File: config.mk
export PLATFORM = sky130hd
export DESIGN_NAME = ipr_front
export DESIGN_NICKNAME = d
export VERILOG_FILES = /design/src/rtl/ipr_pkg.sv /design/src/rtl/ipr_front.sv
export SDC_FILE = /design/constraint.sdc
export NUM_CORES = 1
export LEC_CHECK = 0
export BUFFER_PORTS_ARGS = -buffer_cell sky130_fd_sc_hd__buf_2
export CAP_MARGIN = 0
export CELL_PAD_IN_SITES_DETAIL_PLACEMENT = 2
export CELL_PAD_IN_SITES_GLOBAL_PLACEMENT = 2
export CORE_MARGIN = 1.5
export CORE_UTILIZATION = 21
export DETAILED_ROUTE_END_ITERATION = 12
export PLACE_DENSITY_LB_ADDON = 0.1
export REMOVE_ABC_BUFFERS = 1
export SETUP_SLACK_MARGIN = 0.2
export SLEW_MARGIN = 0
export SYNTH_ARGS = -nofsm -noshare
export SYNTH_HDL_FRONTEND = slang
export SYNTH_SLANG_ARGS = --single-unit
File: constraint.sdc
create_clock -name clk -period 3.7 [get_ports clk]
set_clock_uncertainty 0.15 [all_clocks]
set_input_delay 0.185 -clock clk [delete_from_list [all_inputs] [get_ports clk]]
set_output_delay 0.185 -clock clk [all_outputs]
set_load 0.02 [all_outputs]
File: src/rtl/ipr_pkg.sv
// Types, constants and helpers of the indexed pixel row streamer.
package ipr_pkg;

    localparam int PAL_ENTRIES   = 256;
    localparam int PAL_AW        = $clog2(PAL_ENTRIES);
    localparam int SCREEN_HEIGHT = 128;
    localparam logic [15:0] SCREEN_H16 = 16'(SCREEN_HEIGHT);

    // job queue depth, a power of two
    localparam int JOBQ_DEPTH = 4;
    localparam int JOBQ_AW    = $clog2(JOBQ_DEPTH);
    localparam int JOBQ_CW    = $clog2(JOBQ_DEPTH + 1);

    localparam int WIN_BEATS  = 11;
    localparam int WIN_STEP_W = $clog2(WIN_BEATS);
    // command beats of the window sequence: CASET, RASET, RAMWR
    localparam logic [WIN_BEATS-1:0] WIN_CMD_MASK = 11'b100_0010_0001;

    localparam logic [7:0] CMD_CASET = 8'h2A;
    localparam logic [7:0] CMD_RASET = 8'h2B;
    localparam logic [7:0] CMD_RAMWR = 8'h2C;

    localparam logic [1:0] REQ_PAL_WR = 2'd0;
    localparam logic [1:0] REQ_ROW    = 2'd1;
    localparam logic [1:0] REQ_DATA   = 2'd2;

    localparam logic [1:0] DEPTH_1BPP  = 2'd0;
    localparam logic [1:0] DEPTH_4BPP  = 2'd1;
    localparam logic [1:0] DEPTH_8BPP  = 2'd2;
    localparam logic [1:0] DEPTH_16BPP = 2'd3;

    localparam logic [1:0] ORIENT_UP   = 2'd0;
    localparam logic [1:0] ORIENT_LEFT = 2'd1;
    localparam logic [1:0] ORIENT_DOWN = 2'd2;

    typedef struct packed {
        logic [1:0]  req_type;
        logic [7:0]  palette_index;
        logic [23:0] palette_color;
        logic [6:0]  start_x;
        logic [6:0]  start_y;
        logic [7:0]  pixel_count;
        logic [2:0]  first_offset;
        logic [1:0]  depth_mode;
        logic [7:0]  image_byte;
    } in_item_t;

    typedef struct packed {
        logic [7:0] out_byte;
        logic       is_data;
        logic       last;
    } out_item_t;

    typedef enum logic [2:0] {
        JOB_PAL_WR,
        JOB_WINDOW,
        JOB_MONO,
        JOB_IDX,
        JOB_RAW
    } job_kind_t;

    typedef struct packed {
        job_kind_t   kind;
        logic [23:0] color;
        logic [7:0]  idx_a;   // palette index, image byte or high byte
        logic [7:0]  idx_b;   // second index or held low byte
        logic [2:0]  pos;     // first bit for 1 bpp
        logic [3:0]  npix;
        logic [15:0] x0;
        logic [15:0] x1;
        logic [15:0] y0;
        logic [15:0] y1;
    } job_t;

    typedef struct packed {
        logic vld;
        job_t job;
    } jobq_wr_t;

    typedef enum logic [1:0] {
        BK_IDLE,
        BK_WIN,
        BK_HI,
        BK_LO
    } bk_state_t;

    function automatic logic [15:0] to565(input logic [23:0] c);
        return {c[23:19], c[15:10], c[7:3]};
    endfunction

endpackage

File: src/rtl/ipr_front.sv
// Front end: takes input beats, tracks the row state and issues jobs.
module ipr_front (
    input  logic               clk,
    input  logic               rst_n,
    input  logic               push,
    input  ipr_pkg::in_item_t  item,
    input  logic               q_full,
    input  logic               cfg_valid,
    input  logic [1:0]         cfg_data,
    output logic               cfg_ready,
    output ipr_pkg::jobq_wr_t  jobq_wr
);

    logic       accept;
    logic [1:0] orient_reg;
    logic [7:0] left_reg,  left_next;
    logic [1:0] depth_reg, depth_next;
    logic [2:0] bpos_reg,  bpos_next;
    logic [7:0] held_reg,  held_next;
    logic       hold_reg,  hold_next;
    logic [1:0] dx, dy;
    logic [15:0] sy16, ylo, yhi;
    logic [3:0] room, npix;
    ipr_pkg::job_t job;
    logic       has_job;

    assign cfg_ready = 1'b1;
    assign accept    = push && !q_full;

    always_ff @(posedge clk or negedge rst_n)
    begin
        if (!rst_n)
        begin
            orient_reg <= '0;
            left_reg   <= '0;
            depth_reg  <= '0;
            bpos_reg   <= '0;
            held_reg   <= '0;
            hold_reg   <= 1'b0;
        end
        else
        begin
            if (cfg_valid)
            begin
                orient_reg <= cfg_data;
            end
            if (accept)
            begin
                left_reg  <= left_next;
                depth_reg <= depth_next;
                bpos_reg  <= bpos_next;
                held_reg  <= held_next;
                hold_reg  <= hold_next;
            end
        end
    end

    // window offsets per orientation
    always_comb
    begin
        case (orient_reg)
            ipr_pkg::ORIENT_UP:
            begin
                dx = 2'd2;
                dy = 2'd3;
            end
            ipr_pkg::ORIENT_LEFT:
            begin
                dx = 2'd3;
                dy = 2'd2;
            end
            ipr_pkg::ORIENT_DOWN:
            begin
                dx = 2'd2;
                dy = 2'd1;
            end
            default:
            begin
                dx = 2'd1;
                dy = 2'd2;
            end
        endcase
    end

    assign sy16 = {9'b0, item.start_y};
    assign ylo  = (sy16 > ipr_pkg::SCREEN_H16) ? ipr_pkg::SCREEN_H16 : sy16;
    assign yhi  = (sy16 > ipr_pkg::SCREEN_H16) ? sy16 : ipr_pkg::SCREEN_H16;
    assign room = 4'd8 - {1'b0, bpos_reg};

    always_comb
    begin
        left_next  = left_reg;
        depth_next = depth_reg;
        bpos_next  = bpos_reg;
        held_next  = held_reg;
        hold_next  = hold_reg;
        job        = '0;
        has_job    = 1'b0;
        npix       = 4'd1;

        case (item.req_type)
            ipr_pkg::REQ_PAL_WR:
            begin
                has_job   = 1'b1;
                job.kind  = ipr_pkg::JOB_PAL_WR;
                job.idx_a = item.palette_index;
                job.color = item.palette_color;
            end
            ipr_pkg::REQ_ROW:
            begin
                has_job    = 1'b1;
                job.kind   = ipr_pkg::JOB_WINDOW;
                job.x0     = {9'b0, item.start_x} + {14'b0, dx};
                job.x1     = {9'b0, item.start_x} + {8'b0, item.pixel_count} + {14'b0, dx};
                job.y0     = ylo + {14'b0, dy};
                job.y1     = yhi + {14'b0, dy};
                left_next  = item.pixel_count;
                depth_next = item.depth_mode;
                bpos_next  = item.first_offset;
                held_next  = '0;
                hold_next  = 1'b0;
            end
            ipr_pkg::REQ_DATA:
            begin
                if (left_reg != 8'd0)
                begin
                    case (depth_reg)
                        ipr_pkg::DEPTH_1BPP:
                        begin
                            npix      = (left_reg < {4'b0, room}) ? left_reg[3:0] : room;
                            has_job   = 1'b1;
                            job.kind  = ipr_pkg::JOB_MONO;
                            job.idx_a = item.image_byte;
                            job.pos   = bpos_reg;
                            bpos_next = '0;
                        end
                        ipr_pkg::DEPTH_4BPP:
                        begin
                            has_job  = 1'b1;
                            job.kind = ipr_pkg::JOB_IDX;
                            if (!bpos_reg[0])
                            begin
                                npix      = (left_reg >= 8'd2) ? 4'd2 : 4'd1;
                                job.idx_a = {4'b0, item.image_byte[7:4]};
                                job.idx_b = {4'b0, item.image_byte[3:0]};
                            end
                            else
                            begin
                                job.idx_a = {4'b0, item.image_byte[3:0]};
                            end
                            bpos_next = '0;
                        end
                        ipr_pkg::DEPTH_8BPP:
                        begin
                            has_job   = 1'b1;
                            job.kind  = ipr_pkg::JOB_IDX;
                            job.idx_a = item.image_byte;
                        end
                        default:
                        begin
                            if (!hold_reg)
                            begin
                                held_next = item.image_byte;
                                hold_next = 1'b1;
                            end
                            else
                            begin
                                has_job   = 1'b1;
                                job.kind  = ipr_pkg::JOB_RAW;
                                job.idx_a = item.image_byte;
                                job.idx_b = held_reg;
                                held_next = '0;
                                hold_next = 1'b0;
                            end
                        end
                    endcase
                    job.npix = npix;
                    if (has_job)
                    begin
                        left_next = left_reg - {4'b0, npix};
                    end
                end
            end
            default:
            begin
                has_job = 1'b0;
            end
        endcase
    end

    assign jobq_wr.vld = accept && has_job;
    assign jobq_wr.job = job;

endmodule

* Word-level counts from Yosys, hierarchy flattened
Cells that the tools add are included.
Storage, ports and cells: input bits 76, flip-flop bits (word level) 24, word-level logic and storage cells 89, output and inout port bits 116
Operators by class: magnitude comparators 3, add/subtract/negate cells 7, reductions and logical operators 18, eq/ne operators 10, mux-type cells 45
Operators by type and width (number):
- $pmux 8 s2 | 5
- $mux 56 | 1
- $mux 8 | 7
- $mux 24 | 1
- $mux 23 | 1
- $mux 4 | 5
- $add 8x2->9 | 2
- $pmux 3 s2 | 3
- $mux 16 | 1
- $mux 15 | 1
- $mux 3 | 5
- $reduce_and 4->1 | 3
- $add 9x2->10 | 1
- $reduce_or 2->1 | 5
- $add 7x8->9 | 1
- $add 7x2->8 | 1
- $ge 8x2->1 const B | 1
- $gt 7x8->1 const B | 1
- $lt 8x4->1 | 1
- $mux 1 | 8
- $ne 2x2->1 const B | 4
- $pmux 2 s2 | 2
- $pmux 4 s2 | 1
- $reduce_bool 8->1 | 1
- other kinds (12) | 21

* Longest topological paths before layout
depth after elaboration 10, gate-level depth with buffers 18

* Worst setup path after synthesis
Ideal clock, no wire load.
path kind register to register, from reg bpos_reg[0], to reg left_reg[6], path buffers 1, stages on the path, launching flop included 19, required time 3420 ps, arrival time 3380 ps, clock period less this slack 3661 ps, setup slack 39 ps, cell sequence dfrtp_1 buf_2 inv_1 ha_1 xnor2_1 inv_1 ha_1 a211oi_1 or2_2 mux2i_1 or2_1 ha_1 inv_1 fa_1 a21o_1 a211oi_1 nand2_1 nor4_1 o22ai_1
Between the ends: longest elaborated chain between the ends 10, elaborated cells between the ends (all ways) 11
RTL lines:
- start: declaration | RTL line ipr_front.sv:18 | logic [2:0] bpos_reg, bpos_next;
- start signal: assignment | RTL line ipr_front.sv:51 | bpos_reg <= bpos_next;
- $sub 4x3->4 | RTL line ipr_front.sv:88 | assign room = 4'd8 - {1'b0, bpos_reg};
- $lt 8x4->1 | RTL line ipr_front.sv:130 | npix = (left_reg < {4'b0, room}) ? left_reg[3:0] : room;
- $mux 4 | RTL line ipr_front.sv:130
- $pmux 4 s2 (*) | RTL line ipr_front.sv:127 | case (depth_reg)
- $mux 4 (*) | RTL line ipr_front.sv:125 | if (left_reg != 8'd0)
- $mux 4 (*) | RTL line ipr_front.sv:101 | case (item.req_type)
- $sub 8x4->8 (*) | RTL line ipr_front.sv:180 | left_next = left_reg - {4'b0, npix};
- $mux 8 (*) | RTL line ipr_front.sv:178 | if (has_job)
- $mux 8 (*) | RTL line ipr_front.sv:125
- $pmux 8 s2 (*) | RTL line ipr_front.sv:101
- end signal: assignment | RTL line ipr_front.sv:49 | left_reg <= left_next;
- end: declaration | RTL line ipr_front.sv:16 | logic [7:0] left_reg, left_next;
Mark *: on every way between the ends. The rest lies on a longest branch, timed or not. The select of a mux whose other input is x is not followed. A chain may end at the register's enable or synchronous reset.

* Worst setup path after layout
Ends and elaborated chain as after synthesis.

==> flow_summary.html <==
<table>
<tr><th>Metric</th><th>Value</th></tr>
<tr><th colspan="2">Run status</th></tr>
<tr><td>Result of the run</td><td>complete, no violations</td></tr>
<tr><th colspan="2">Clock network</th></tr>
<tr><td>Cell at the root of the clock tree</td><td>sky130_fd_sc_hd__clkbuf_16</td></tr>
<tr><td>CTS tree</td><td>yes</td></tr>
<tr><td>Inserted Clock Buffers</td><td>3</td></tr>
<tr><td>Number of levels in the clock H-tree</td><td>1</td></tr>
<tr><td>Clock transition at the registers of the reported paths</td><td>70 ps</td></tr>
<tr><td>Number of sinks handled by clock tree synthesis</td><td>24</td></tr>
<tr><td>Longest Clk Path Bufs</td><td>2</td></tr>
<tr><td>Clock latency reported for the late side of the worst-skew pair</td><td>270 ps</td></tr>
<tr><th colspan="2">Logic synthesis</th></tr>
<tr><td>Synth Cell Area</td><td>3357 µm²</td></tr>
<tr><td>Part of the Yosys area used for sequential elements</td><td>17.89%</td></tr>
<tr><td>Most area-consuming cells after synthesis</td><td>sky130_fd_sc_hd__dfrtp_1 (18%), sky130_fd_sc_hd__ha_1 (12%), sky130_fd_sc_hd__buf_4 (8.3%), sky130_fd_sc_hd__and2_1 (8.0%), sky130_fd_sc_hd__nand2_1 (3.8%)</td></tr>
<tr><td>Number of different library cells in the post-synthesis netlist</td><td>62</td></tr>
<tr><td>Mean area per synthesized cell</td><td>7.936 µm²</td></tr>
<tr><td>Number of enable-type register cells in the synthesized netlist</td><td>0</td></tr>
<tr><td>Share of Yosys cell area claimed by the top area cell type</td><td>17.89%</td></tr>
<tr><td>Flip-flop cell with the highest count after synthesis</td><td>sky130_fd_sc_hd__dfrtp_1</td></tr>
<tr><td>Asr flop ratio synth</td><td>100.0%</td></tr>
<tr><td>Synthesized instance count</td><td>423</td></tr>
<tr><td>Area leader, netlist</td><td>sky130_fd_sc_hd__dfrtp_1</td></tr>
<tr><td>Number of warning messages in the yosys log</td><td>0</td></tr>
<tr><td>Seq cells post-synth</td><td>24</td></tr>
<tr><th colspan="2">Timing</th></tr>
<tr><td>Worst slew margin</td><td>37.31%</td></tr>
<tr><td>Finish-stage setup viols</td><td>0</td></tr>
<tr><td>Measured slew at the worst slew-check pin</td><td>940.4 ps</td></tr>
<tr><td>Crit path setup slack, layout</td><td>121.8 ps</td></tr>
<tr><td>Worst hold margin</td><td>3.379 ps</td></tr>
<tr><td>Period utilisation layout</td><td>96.71%</td></tr>
<tr><td>FMAX</td><td>0.2795 GHz</td></tr>
<tr><td>Final hold violation count</td><td>0</td></tr>
<tr><td>Max Slew Vio Count</td><td>0</td></tr>
<tr><td>RSZ-0062 raised after global routing</td><td>yes</td></tr>
<tr><td>Minimum clock period</td><td>3578 ps</td></tr>
<tr><th colspan="2">Setup path</th></tr>
<tr><td>Critical path capture point type</td><td>register</td></tr>
<tr><td>Worst reg-to-reg setup slack</td><td>120 ps</td></tr>
<tr><td>Kind of cell adding the most delay to the critical path</td><td>adder cells</td></tr>
<tr><td>Maximum net fanout on the critical path</td><td>3</td></tr>
<tr><td>Data arrival at the endpoint of the critical path</td><td>3580 ps</td></tr>
<tr><td>Cell with the most instances on the worst path</td><td>sky130_fd_sc_hd__inv_2</td></tr>
<tr><td>Worst path bufs/invs</td><td>4</td></tr>
<tr><td>Worst path cell trace</td><td>inv_2, ha_4, xnor2_4, inv_2, ha_4, o21ai_4, or2_4, mux2i_2, or2_1, ha_2, inv_2, fa_2, a21o_1, a211oi_2, buf_4, nand2_4, nor4_4, o22ai_1</td></tr>
<tr><td>Data required time at the worst endpoint</td><td>3700 ps</td></tr>
<tr><td>Kind of critical path</td><td>register to register</td></tr>
<tr><td>Startpoint Class</td><td>register</td></tr>
<tr><td>Longest individual stage delay on the worst path</td><td>420 ps</td></tr>
<tr><td>Critical-path cell with the highest stage delay</td><td>sky130_fd_sc_hd__dfrtp_1</td></tr>
<tr><th colspan="2">Power</th></tr>
<tr><td>Leak Pwr</td><td>2.459 nW</td></tr>
<tr><td>Largest vdd supply drop</td><td>179.0 µV</td></tr>
<tr><td>Post-layout total power</td><td>1.996 mW</td></tr>
<tr><td>Power per Cell Area</td><td>417.3 nW/µm²</td></tr>
<tr><th colspan="2">Drt</th></tr>
<tr><td>Post-DR vias/cell</td><td>4.409</td></tr>
<tr><td>Post-detailed-route wirelength per cell</td><td>16.35 µm</td></tr>
<tr><td>Initial DRT Pass Iterations</td><td>4</td></tr>
<tr><td>Wire length after detailed routing</td><td>13330 µm</td></tr>
<tr><td>Drc violations</td><td>0</td></tr>
<tr><td>Count of routing violations after the opening detailed-route iteration</td><td>127</td></tr>
<tr><td>Number of nets with antenna violations after detailed routing</td><td>0</td></tr>
<tr><td>Via count</td><td>3593</td></tr>
<tr><th colspan="2">Place</th></tr>
<tr><td>Final GP Congestion</td><td>0.7427</td></tr>
<tr><td>Number of buffers added on ports</td><td>154</td></tr>
<tr><td>Worst slack after detailed placement</td><td>-149.7 ps</td></tr>
<tr><td>Sum of net half-perimeters after detailed placement</td><td>10500 µm</td></tr>
<tr><th colspan="2">Finish</th></tr>
<tr><td>Net total in the final layout</td><td>714</td></tr>
<tr><td>Layout filler cell count</td><td>1900</td></tr>
<tr><td>Number of antenna diodes</td><td>0</td></tr>
<tr><td>Share of post-route cells with drive strength above 1</td><td>39.73%</td></tr>
<tr><td>Area delta synth-&gt;final</td><td>42.49%</td></tr>
<tr><th colspan="2">Job</th></tr>
<tr><td>Maxcap violations</td><td>0</td></tr>
<tr><th colspan="2">GRT</th></tr>
<tr><td>Number of antenna violations at the first check in global routing</td><td>0</td></tr>
<tr><td>Via count of the first global-routing pass</td><td>3925</td></tr>
<tr><td>Remaining Overflow, GRT</td><td>0</td></tr>
<tr><td>Total global-route track usage</td><td>15.92%</td></tr>
<tr><td>Largest net degree at the start of global routing</td><td>35</td></tr>
<tr><td>Global-route wire length before repair</td><td>21130 µm</td></tr>
<tr><th colspan="2">Floorplanning</th></tr>
<tr><td>Die Span X</td><td>129.4 µm</td></tr>
<tr><td>Initial core utilization</td><td>21.29%</td></tr>
<tr><td>Total die area</td><td>16750 µm²</td></tr>
<tr><td>Number of placement rows</td><td>46</td></tr>
<tr><td>Number of top-level pins</td><td>192</td></tr>
<tr><td>Core box area</td><td>15770 µm²</td></tr>
<tr><td>Die boundary height</td><td>129.4 µm</td></tr>
<tr><th colspan="2">Min path</th></tr>
<tr><td>Path category of the worst min-delay check</td><td>primary input to register</td></tr>
</table>
[placed cells by master (no fill, tap or decap), drive strengths merged, types with 4 or more instances in the layout]
cell,Yosys,layout
xnor2,9,9
nand2,34,34
fa,6,6
nand3,7,7
and2,43,43
a22o,14,14
conb,2,37
o21ai,26,26
nor2b,13,13
and3,7,7
dlygate4sd3,0,6
a22oi,5,5
a2bb2oi,4,4
ha,32,32
dfrtp,24,24
nor3,7,7
nand2b,4,4
inv,24,24
a21o,7,7
nor2,23,23
a21oi,16,16
buf,41,187
mux2,7,7
[cells in the mapped netlist (all sizes together), types with 3 or more instances]
library cell	count
nor2b	13
a21o	7
or2	3
or3	3
nand3	7
ha	32
nand3b	3
xor2	3
o21a	3
dfrtp	24
inv	24
fa	6
buf	41
a21oi	16
o21ai	26
nor4	3
nand2	34
clkbuf	15
a2bb2oi	4
and2	43
mux2i	3
xnor2	9
mux2	7
a41oi	3
nor3b	3
nor2	23
a22oi	5
nor3	7
nand2b	4
and3	7
a22o	14
a31oi	3
[worst register-to-register path: stages, from the launching register on]
cell                       delay (ps)
sky130_fd_sc_hd__dfrtp_1          420
sky130_fd_sc_hd__inv_2             80
sky130_fd_sc_hd__ha_4             180
sky130_fd_sc_hd__xnor2_4          150
sky130_fd_sc_hd__inv_2             70
sky130_fd_sc_hd__ha_4             280
sky130_fd_sc_hd__o21ai_4           60
sky130_fd_sc_hd__or2_4            240
sky130_fd_sc_hd__mux2i_2          210
sky130_fd_sc_hd__or2_1            140
sky130_fd_sc_hd__ha_2             190
sky130_fd_sc_hd__inv_2             40
sky130_fd_sc_hd__fa_2             340
sky130_fd_sc_hd__a21o_1           170
sky130_fd_sc_hd__a211oi_2         230
sky130_fd_sc_hd__buf_4            170
sky130_fd_sc_hd__nand2_4           70
sky130_fd_sc_hd__nor4_4           150
sky130_fd_sc_hd__o22ai_1          110
[what timing repair did]
| item | CTS | global route |
|---|---|---|
| pin swaps | 13 | 17 |
| endpoints found under the hold margin | 29 | 0 |
| setup endpoints to repair | 6 | 7 |
| cloned | 0 | 0 |
| resized for setup | 22 | 17 |
| setup buffers | 12 | 5 |
| hold buffers | 6 | 0 |
[layer usage]
metal,vias up,track usage (%),part of all wire (%)
li1,1742,-,-
met1,1771,20.35,46
met2,73,29.60,51
met3,7,0.9496,2.2
met4,0,3.072,0.95
met5,-,0,0
[through the flow]
| stage | std cells | setup TNS (ps) | instance area [µm²] | utilization [%] |
|---|---|---|---|---|
| global route | 815 | -21.45 | 4783 | 30.33 |
| CTS | 810 | 0 | 4632 | 29.37 |
| global placement | 788 | 0 | 4290 | 27.21 |
| finish | 815 | 0 | 4783 | 30.33 |
| floorplan | 402 | 0 | 3129 | - |
| detailed placement | 788 | -257.8 | 4290 | 27.21 |
[worst paths after layout]
| check | startpoint | end | cells after the start |
|---|---|---|---|
| setup / recovery | bpos_reg[0] | left_reg[6] | 18 |
| hold / removal | cfg_valid | orient_reg[0] | 2 |
| setup reg to reg | bpos_reg[0] | left_reg[6] | 18 |
| hold reg to reg | held_reg[4] | held_reg[4] | 1 |
| max in group asynchronous | rst_n | bpos_reg[2] | 2 |
| min in group asynchronous | rst_n | held_reg[6] | 2 |
[power breakdown]
group	total [mW]	internal, mW	leakage (nW)	switching, mW
combinational	1.30	0.612	2.11	0.684
clock	0.327	0.216	0.0511	0.111
sequential	0.373	0.311	0.297	0.0613
total	2.00	1.14	2.46	0.857
[kinds of logic (layout without fill, tap and decap cells)]
family | count (synthesis) | count (layout) | share of synthesized area, %
muxes | 10 | 10 | 3.354
buffers and inverters | 80 | 221 | 13.38
other | 2 | 37 | 0.2237
AOI/OAI and AO/OA | 98 | 98 | 20.09
DFF | 24 | 24 | 17.89
adders and majority gates | 38 | 38 | 15.51
and+or+nand+nor | 159 | 159 | 26.43
xor gates and xnor gates | 12 | 12 | 3.131
[layout make-up]
| type | count | area, µm² | share of cell area (%) |
|---|---|---|---|
| repair buffers | 193 | 1079 | 22.55 |
| flip-flops and latches | 24 | 601.8 | 12.58 |
| inverters | 24 | 90.09 | 1.883 |
| multi-input cells | 354 | 2638 | 55.14 |
| clock buffers | 3 | 75.07 | 1.569 |
| clock inverters | 1 | 30.03 | 0.6278 |
| well taps | 216 | 270.3 | 5.650 |
Power figures use the tool's default switching activity.
